[src/rtl/core/rle4_pkg.sv]
// Shared types and constants for the four-type run-length decoder.
package rle4_pkg;

    localparam int BYTE_W  = 8;
    localparam int CNT_W   = 6;
    localparam int TOTAL_W = 16;

    // header layout
    localparam int                TYPE_SHIFT = 6;
    localparam logic [BYTE_W-1:0] COUNT_MASK = 8'h3F;

    // chunk types
    localparam logic [1:0] CT_FILL    = 2'd0;
    localparam logic [1:0] CT_REPEAT  = 2'd1;
    localparam logic [1:0] CT_PAIR    = 2'd2;
    localparam logic [1:0] CT_LITERAL = 2'd3;

    // one expansion job from front to back
    typedef struct packed {
        logic [BYTE_W-1:0] byte_a;
        logic [BYTE_W-1:0] byte_b;
        logic              pair;
        logic              last_on_end;
        logic [CNT_W-1:0]  cnt_m1;
    } rle4_cmd_t;

endpackage

[src/rtl/core/rle_four_type_decoder.sv]
// Four-type run-length decoder top level.
// Takes the compressed stream one byte per beat and expands it. A header byte
// carries the chunk type in bits 7..6 and count-1 in bits 5..0: fill (count
// copies of the fill_byte register), repeat (count copies of the next byte),
// pair (next two bytes, count times) and literal (next count bytes as is).
// The front end parses bytes into expansion jobs and takes one input beat per
// cycle while the job queue has room; non-fill header bytes and the first
// byte of a pair make no job. The back end turns each job into result beats,
// one per cycle while out_ready does not stall it; the input stalls only once
// the queue (QUEUE_DEPTH jobs) is full behind a long run.
// Each result carries one or two bytes, a chunk-last mark and the 16-bit
// wrapping total of decoded bytes. fill_byte is latched on a cfg handshake and
// used when a fill header is parsed; write it only while the decoder is idle.
// The stream never ends: the byte after each chunk is a header again.
module rle_four_type_decoder
    import rle4_pkg::*;
#(
    parameter int QUEUE_DEPTH = 2
)
(
    input  logic               clk,
    input  logic               rst_n,
    input  logic               in_valid,
    output logic               in_ready,
    input  logic [BYTE_W-1:0]  in_byte,
    input  logic               cfg_valid,
    output logic               cfg_ready,
    input  logic [BYTE_W-1:0]  fill_byte,
    output logic               out_valid,
    input  logic               out_ready,
    output logic [BYTE_W-1:0]  byte_first,
    output logic [BYTE_W-1:0]  byte_second,
    output logic               pair_flag,
    output logic               chunk_last,
    output logic [TOTAL_W-1:0] bytes_total
);

    rle4_cmd_t push_cmd, pop_cmd;
    logic      push_valid, push_ready;
    logic      pop_valid, pop_ready;

    // parser
    rle4_front u_front (
        .clk        (clk),
        .rst_n      (rst_n),
        .in_valid   (in_valid),
        .in_ready   (in_ready),
        .in_byte    (in_byte),
        .cfg_valid  (cfg_valid),
        .cfg_ready  (cfg_ready),
        .fill_byte  (fill_byte),
        .push_valid (push_valid),
        .push_ready (push_ready),
        .push_cmd   (push_cmd)
    );

    // job queue decouples parsing from expansion
    rle4_fifo #(
        .DEPTH (QUEUE_DEPTH)
    ) u_fifo (
        .clk        (clk),
        .rst_n      (rst_n),
        .push_valid (push_valid),
        .push_ready (push_ready),
        .push_cmd   (push_cmd),
        .pop_valid  (pop_valid),
        .pop_ready  (pop_ready),
        .pop_cmd    (pop_cmd)
    );

    // expander with registered output
    rle4_back u_back (
        .clk         (clk),
        .rst_n       (rst_n),
        .pop_valid   (pop_valid),
        .pop_ready   (pop_ready),
        .pop_cmd     (pop_cmd),
        .out_valid   (out_valid),
        .out_ready   (out_ready),
        .byte_first  (byte_first),
        .byte_second (byte_second),
        .pair_flag   (pair_flag),
        .chunk_last  (chunk_last),
        .bytes_total (bytes_total)
    );

endmodule

[src/rtl/core/rle4_front.sv]
// Front end: parses headers and payload bytes into expansion jobs.
module rle4_front
    import rle4_pkg::*;
(
    input  logic              clk,
    input  logic              rst_n,
    input  logic              in_valid,
    output logic              in_ready,
    input  logic [BYTE_W-1:0] in_byte,
    input  logic              cfg_valid,
    output logic              cfg_ready,
    input  logic [BYTE_W-1:0] fill_byte,
    output logic              push_valid,
    input  logic              push_ready,
    output rle4_cmd_t         push_cmd
);

    localparam logic [1:0] PH_HEADER = 2'd0;
    localparam logic [1:0] PH_DATA   = 2'd1;
    localparam logic [1:0] PH_SECOND = 2'd2;

    logic [1:0]        phase_reg, phase_next;
    logic [1:0]        type_reg, type_next;
    logic [CNT_W-1:0]  rem_reg, rem_next;
    logic [BYTE_W-1:0] held_reg, held_next;
    logic [BYTE_W-1:0] fill_reg;

    logic [1:0]        hdr_type;
    logic [CNT_W-1:0]  hdr_cnt_m1;
    logic              accept;
    logic              need_push;

    assign hdr_type   = 2'(in_byte >> TYPE_SHIFT);
    assign hdr_cnt_m1 = CNT_W'(in_byte & COUNT_MASK);
    assign in_ready   = push_ready;
    assign accept     = in_valid && in_ready;
    assign push_valid = in_valid && in_ready && need_push;
    assign cfg_ready  = 1'b1;

    always_comb
    begin
        phase_next = phase_reg;
        type_next  = type_reg;
        rem_next   = rem_reg;
        held_next  = held_reg;
        need_push  = 1'b0;
        push_cmd   = '{byte_a: in_byte, byte_b: '0, pair: 1'b0,
                       last_on_end: 1'b1, cnt_m1: rem_reg};
        case (phase_reg)
            PH_DATA:
            begin
                case (type_reg)
                    CT_REPEAT:
                    begin
                        need_push  = 1'b1;
                        phase_next = PH_HEADER;
                    end
                    CT_PAIR:
                    begin
                        held_next  = in_byte;
                        phase_next = PH_SECOND;
                    end
                    default:
                    begin
                        // literal: one result per byte
                        need_push                = 1'b1;
                        push_cmd.cnt_m1          = '0;
                        push_cmd.last_on_end     = (rem_reg == '0);
                        rem_next                 = rem_reg - 1'b1;
                        if (rem_reg == '0)
                        begin
                            phase_next = PH_HEADER;
                        end
                    end
                endcase
            end
            PH_SECOND:
            begin
                need_push       = 1'b1;
                push_cmd.byte_a = held_reg;
                push_cmd.byte_b = in_byte;
                push_cmd.pair   = 1'b1;
                phase_next      = PH_HEADER;
            end
            default:
            begin
                // header; unused phase code falls here too
                type_next = hdr_type;
                rem_next  = hdr_cnt_m1;
                if (hdr_type == CT_FILL)
                begin
                    need_push       = 1'b1;
                    push_cmd.byte_a = fill_reg;
                    push_cmd.cnt_m1 = hdr_cnt_m1;
                    phase_next      = PH_HEADER;
                end
                else
                begin
                    phase_next = PH_DATA;
                end
            end
        endcase
    end

    always_ff @(posedge clk or negedge rst_n)
    begin
        if (!rst_n)
        begin
            phase_reg <= PH_HEADER;
            type_reg  <= CT_FILL;
            rem_reg   <= '0;
            held_reg  <= '0;
            fill_reg  <= '0;
        end
        else
        begin
            if (accept)
            begin
                phase_reg <= phase_next;
                type_reg  <= type_next;
                rem_reg   <= rem_next;
                held_reg  <= held_next;
            end
            if (cfg_valid && cfg_ready)
            begin
                fill_reg <= fill_byte;
            end
        end
    end

endmodule

[src/rtl/core/rle4_fifo.sv]
// Small job queue between the front and back ends.
module rle4_fifo
    import rle4_pkg::*;
#(
    parameter int DEPTH = 2
)
(
    input  logic      clk,
    input  logic      rst_n,
    input  logic      push_valid,
    output logic      push_ready,
    input  rle4_cmd_t push_cmd,
    output logic      pop_valid,
    input  logic      pop_ready,
    output rle4_cmd_t pop_cmd
);

    localparam int PW = (DEPTH > 1) ? $clog2(DEPTH) : 1;
    localparam int CW = $clog2(DEPTH + 1);
    localparam logic [PW-1:0] LAST_PTR = PW'(DEPTH - 1);
    localparam logic [CW-1:0] FULL_CNT = CW'(DEPTH);

    rle4_cmd_t       mem [DEPTH];
    logic [PW-1:0]   wr_ptr_reg, rd_ptr_reg;
    logic [CW-1:0]   cnt_reg;
    logic            do_push, do_pop;

    assign push_ready = (cnt_reg != FULL_CNT);
    assign pop_valid  = (cnt_reg != '0);
    assign pop_cmd    = mem[rd_ptr_reg];
    assign do_push    = push_valid && push_ready;
    assign do_pop     = pop_valid && pop_ready;

    always_ff @(posedge clk)
    begin
        if (do_push)
        begin
            mem[wr_ptr_reg] <= push_cmd;
        end
    end

    always_ff @(posedge clk or negedge rst_n)
    begin
        if (!rst_n)
        begin
            wr_ptr_reg <= '0;
            rd_ptr_reg <= '0;
            cnt_reg    <= '0;
        end
        else
        begin
            if (do_push)
            begin
                wr_ptr_reg <= (wr_ptr_reg == LAST_PTR) ? '0 : wr_ptr_reg + 1'b1;
            end
            if (do_pop)
            begin
                rd_ptr_reg <= (rd_ptr_reg == LAST_PTR) ? '0 : rd_ptr_reg + 1'b1;
            end
            if (do_push && !do_pop)
            begin
                cnt_reg <= cnt_reg + 1'b1;
            end
            else if (do_pop && !do_push)
            begin
                cnt_reg <= cnt_reg - 1'b1;
            end
        end
    end

endmodule

[src/rtl/core/rle4_back.sv]
// Back end: expands jobs into result beats and keeps the running total.
module rle4_back
    import rle4_pkg::*;
(
    input  logic               clk,
    input  logic               rst_n,
    input  logic               pop_valid,
    output logic               pop_ready,
    input  rle4_cmd_t          pop_cmd,
    output logic               out_valid,
    input  logic               out_ready,
    output logic [BYTE_W-1:0]  byte_first,
    output logic [BYTE_W-1:0]  byte_second,
    output logic               pair_flag,
    output logic               chunk_last,
    output logic [TOTAL_W-1:0] bytes_total
);

    rle4_cmd_t          cur_reg;
    logic               busy_reg;
    logic               out_valid_reg;
    logic [TOTAL_W-1:0] total_reg, total_next;
    logic [BYTE_W-1:0]  first_reg, second_reg;
    logic               pair_reg, last_reg;
    logic               advance, load, job_done;

    assign advance    = busy_reg && (!out_valid_reg || out_ready);
    assign job_done   = advance && (cur_reg.cnt_m1 == '0);
    assign pop_ready  = !busy_reg || job_done;
    assign load       = pop_valid && pop_ready;
    assign total_next = total_reg + (cur_reg.pair ? 16'd2 : 16'd1);

    assign out_valid   = out_valid_reg;
    assign byte_first  = first_reg;
    assign byte_second = second_reg;
    assign pair_flag   = pair_reg;
    assign chunk_last  = last_reg;
    assign bytes_total = total_reg;

    always_ff @(posedge clk or negedge rst_n)
    begin
        if (!rst_n)
        begin
            busy_reg      <= 1'b0;
            out_valid_reg <= 1'b0;
            total_reg     <= '0;
        end
        else
        begin
            if (load)
            begin
                busy_reg <= 1'b1;
            end
            else if (job_done)
            begin
                busy_reg <= 1'b0;
            end
            if (advance)
            begin
                out_valid_reg <= 1'b1;
                total_reg     <= total_next;
            end
            else if (out_ready)
            begin
                out_valid_reg <= 1'b0;
            end
        end
    end

    always_ff @(posedge clk)
    begin
        if (load)
        begin
            cur_reg <= pop_cmd;
        end
        else if (advance)
        begin
            cur_reg.cnt_m1 <= cur_reg.cnt_m1 - 1'b1;
        end
        if (advance)
        begin
            first_reg  <= cur_reg.byte_a;
            second_reg <= cur_reg.pair ? cur_reg.byte_b : '0;
            pair_reg   <= cur_reg.pair;
            last_reg   <= job_done && cur_reg.last_on_end;
        end
    end

endmodule
[config.mk]
export PLATFORM = sky130hd
export DESIGN_NAME = rle_four_type_decoder
export DESIGN_NICKNAME = d
export VERILOG_FILES = /design/src/rtl/core/rle4_pkg.sv /design/src/rtl/core/rle_four_type_decoder.sv /design/src/rtl/core/rle4_front.sv /design/src/rtl/core/rle4_fifo.sv /design/src/rtl/core/rle4_back.sv
export SDC_FILE = /design/constraint.sdc
export NUM_CORES = 1
export LEC_CHECK = 0
export ABC_CLOCK_PERIOD_IN_PS = 6400
export BUFFER_PORTS_ARGS = -buffer_cell sky130_fd_sc_hd__buf_2
export CORE_MARGIN = 2
export CORE_UTILIZATION = 45
export CTS_CLUSTER_SIZE = 14
export DETAILED_ROUTE_END_ITERATION = 8
export PLACE_DENSITY = 0.61
export SYNTH_ARGS = -nofsm -noshare
export SYNTH_HDL_FRONTEND = slang
export SYNTH_SLANG_ARGS = --single-unit
export TNS_END_PERCENT = 100
[constraint.sdc]
create_clock -name clk -period 6.4 [get_ports clk]
set_clock_uncertainty 0.05 [all_clocks]
set_input_delay 1.28 -clock clk [delete_from_list [all_inputs] [get_ports clk]]
set_output_delay 1.28 -clock clk [all_outputs]
set_load 0.02 [all_outputs]
==> parameters.txt <==
Parameter                              Value

Yosys
  Post-synthesis cell type count    52
  Nets in the synthesized netlist    438
  Fraction of the yosys area taken by sequential cells    66.6%
  Portion of synthesized cell area occupied by the leading cell type    between 40 and 50%
  Count of flip-flops with a built-in enable after synthesis    90
  Gate Count Post-Synth    roughly 400
  Top area cells in the synthesized netlist    edfxtp_1 (46%), dfrtp_1 (20%), mux2_2 (7.1%)
  Synth Register Bits    between 100 and 150
  Synth Area per Inst    14.5 um^2
  Share of flip-flops with an asynchronous set or reset after synthesis    a little over a third
  Synth warn    0
  Mapped Area    5870 um^2
  Most used DFF post-synth    edfxtp_1
  Cell taking the most area after synthesis    edfxtp_1

Cells and area
  Layout cells sized above 1    between 20 and 30%
  Area of the multi-input gates    1820 um^2
  Leading cell types in the layout, fill and taps excluded    edfxtp_1 (90), buf_2 (56), dfrtp_1 (48), mux2_2 (37), nand2_1 (25)
  Combined flip-flop and latch cell area    3900 um^2
  Signed area change from the synthesized netlist to the final layout    16.7%
  # diodes    0
  Largest register FFs    48
  Count of placed standard cells in the final layout, fillers left out    between 600 and 700
  Total Nets Final    500
  Final cell utilization of the core    approximately 54%
  Layout fillers    1059
  Most common cell after layout, fill and taps aside    edfxtp_1

STA
  Final critical-path setup slack    between 3000 and 4000 ps
  FMAX    296 MHz
  Hold Vio Cnt, Final    0
  Endpoints failing setup    0
  Total negative slack    0 ps
  RSZ-0062 raised after global routing    false
  Slew at the pin with the worst max-slew slack    1200 ps
  Share of the cycle needed by the critical path after routing    a little over half
  Worst slew margin relative to its limit    about 19%
  Fin crit period    roughly 3400 ps
  Final max-slew violation count    0

Clock tree
  Clock root buffer    clkbuf_16
  Cts repair resizes    0
  Maximum level of the CTS H-tree    4
  TritonCTS buffer count    17
  Max Buffers Root-to-Sink    2
  # clock sinks    138
  CTS hold repair buffers    0
  Post-CTS setup buffer count    0
  Clock tree from TritonCTS    yes
  Clock-pin slew of the registers on the worst-case setup and hold paths    around 50 ps
  Clock latency on the worst-skew pair    around 420 ps

GRT
  Antenna violations before repair    0
  Largest net degree at the start of global routing    49
  Remaining Overflow, GRT    0
  Overall global routing resource usage    approximately 16%
  Wire length of the first global-routing pass    around 17000 um
  Vias in the first global route    3251

Critical path
  Crit path max-delay family    simple AND/OR/NAND/NOR gates
  Worst Setup End Kind    flip-flop
  Crit path buf inv count    1
  Delay of the slowest cell on the worst path    990 ps
  Arrival time at the worst endpoint    around 3400 ps
  Crit path required time    between 6000 and 7000 ps
  Maximum fanout along the worst path    24
  Worst setup path category    primary input to flip-flop
  Startpoint types    primary input
  Worst path slowest cell    nor2b_2
  Cells along the critical path    buf_2, o21ai_1, o311a_1, nor2b_2

Outcome
  Outcome    finished, final reports clean

Placed design
  Post-detailed-placement half-perimeter wirelength    roughly 7000 um
  GP Congestion    between 0.7 and 0.8
  Worst slack at placement    2590 ps
  Number of I/O port buffers    56
  Total instance count after detailed placement    620

Die
  DIE WIDTH    118 um
  Count of pins on the block boundary    58
  Initial Util    a little under half
  Height of the die    118 um
  Core ar.    between 10000 and 15000 um^2
  Number of rows in the core area    41
  Floorplan die area    between 10000 and 15000 um^2

Route
  WL per Instance    between 15 and 20 um
  Number of vias after detailed routing    3330
  Post-detailed-route DRC marker count    0
  Ratio of routed vias to standard cells    approximately 5
  Initial drt markers    168
  Number of search-and-repair iterations in the first detailed-routing pass    4
  Antenna-violating nets left    0
  Detailed Route WL    roughly 10000 um

Power and ir drop
  LEAKAGE    approximately 2.7 nW
  Power per cell area    approximately 460 nW/um^2
  VDD IR max    between 200 and 250 uV

Job
  Number of max-cap violations    0

Hold path
  Hold/Removal Path Class    flip-flop to flip-flop
[final timing paths]
path / start / slack, ps / cells past startpoint / end
worst max register to register: u_front.phase_reg[0]$_DFFE_PN0P_ / 3170 / 5 / u_fifo.mem[0][3]$_DFFE_PP_
max in group asynchronous: rst_n / 4620 / 1 / u_front.held_reg[6]$_DFFE_PN0P_
worst min-delay path: u_back.cur_reg[22]$_DFFE_PN_ / 370 / 0 / u_back.byte_first[6]$_DFFE_PP_
worst max-delay path: in_byte[7] / 3020 / 4 / u_fifo.mem[0][3]$_DFFE_PP_
min in group asynchronous: rst_n / 1010 / 1 / u_back.bytes_total[13]$_DFFE_PN0P_
worst min register to register: u_back.cur_reg[22]$_DFFE_PN_ / 370 / 0 / u_back.byte_first[6]$_DFFE_PP_
[logic make-up (layout without fill, tap and decap cells)]
family / Yosys count / after routing / share of synthesized area [%]
buf+inv: 33 / 108 / 2.41
xor+xnor: 23 / 23 / 3.56
simple gates: 94 / 94 / 9.04
compound gates: 53 / 53 / 6.19
flops: 138 / 138 / 66.6
fa+ha+maj: 12 / 12 / 2.69
mux: 51 / 51 / 9.49
other cells: 1 / 1 / 0.0639
[Yosys cell counts (2+ instances only)]
master,number
a21o_1,6
a21oi_1,12
a22o_1,6
and2_1,19
and3_1,2
clkbuf_1,10
dfrtp_1,48
edfxtp_1,90
ha_1,11
inv_1,18
mux2_2,37
mux2i_1,14
nand2_1,25
nand2b_1,3
nand3_1,5
nand3b_1,2
nand4_1,5
nor2_1,15
nor3_1,3
nor3b_1,2
o21a_1,2
o21ai_0,11
o21ai_1,2
o22a_1,6
or3_1,4
xnor2_1,15
xor2_1,7
[layer usage]
layer  vias to the layer above  GRT usage, %  part of all wire, %
li1                       1598             -                    -
met4                         0          8.66                  2.1
met5                         -             0                    0
met2                        77          24.5                   48
met3                        18          3.67                  4.1
met1                      1637          21.6                   45
[worst reg2reg max path: stages (launching register included)]
cell	delay, ps
dfrtp_1	370
inv_1	60
ha_1	510
o21ai_1	460
o311a_1	390
nor2b_2	990
[layout make-up]
| cell class | count | area share, % |
|---|---|---|
| Timing Repair Buffer | 57 | 4.20 |
| Clock inverter | 12 | 1.48 |
| Inverter | 19 | 1.12 |
| Tap cell | 172 | 3.14 |
| Multi-Input combinational cell | 234 | 26.6 |
| Clock buffer | 20 | 6.38 |
| Sequential cell | 138 | 57.0 |
[report_power, final]
part / total [mW] / switching, mW / internal [mW]
clock: 0.886 / 0.357 / 0.529
sequential: 1.40 / 0.155 / 1.24
combinational: 0.856 / 0.484 / 0.372
[per-stage QoR]
step	instance area, um^2	power [mW]	hold WS (ps)
after floorplan	5870	2.03	350
after global placement	6310	2.23	353
after detailed placement	6310	2.27	355
after CTS	6840	3.16	367
after global routing	6840	3.32	372
final	6840	3.14	366
(Power assumes the default switching activity.)
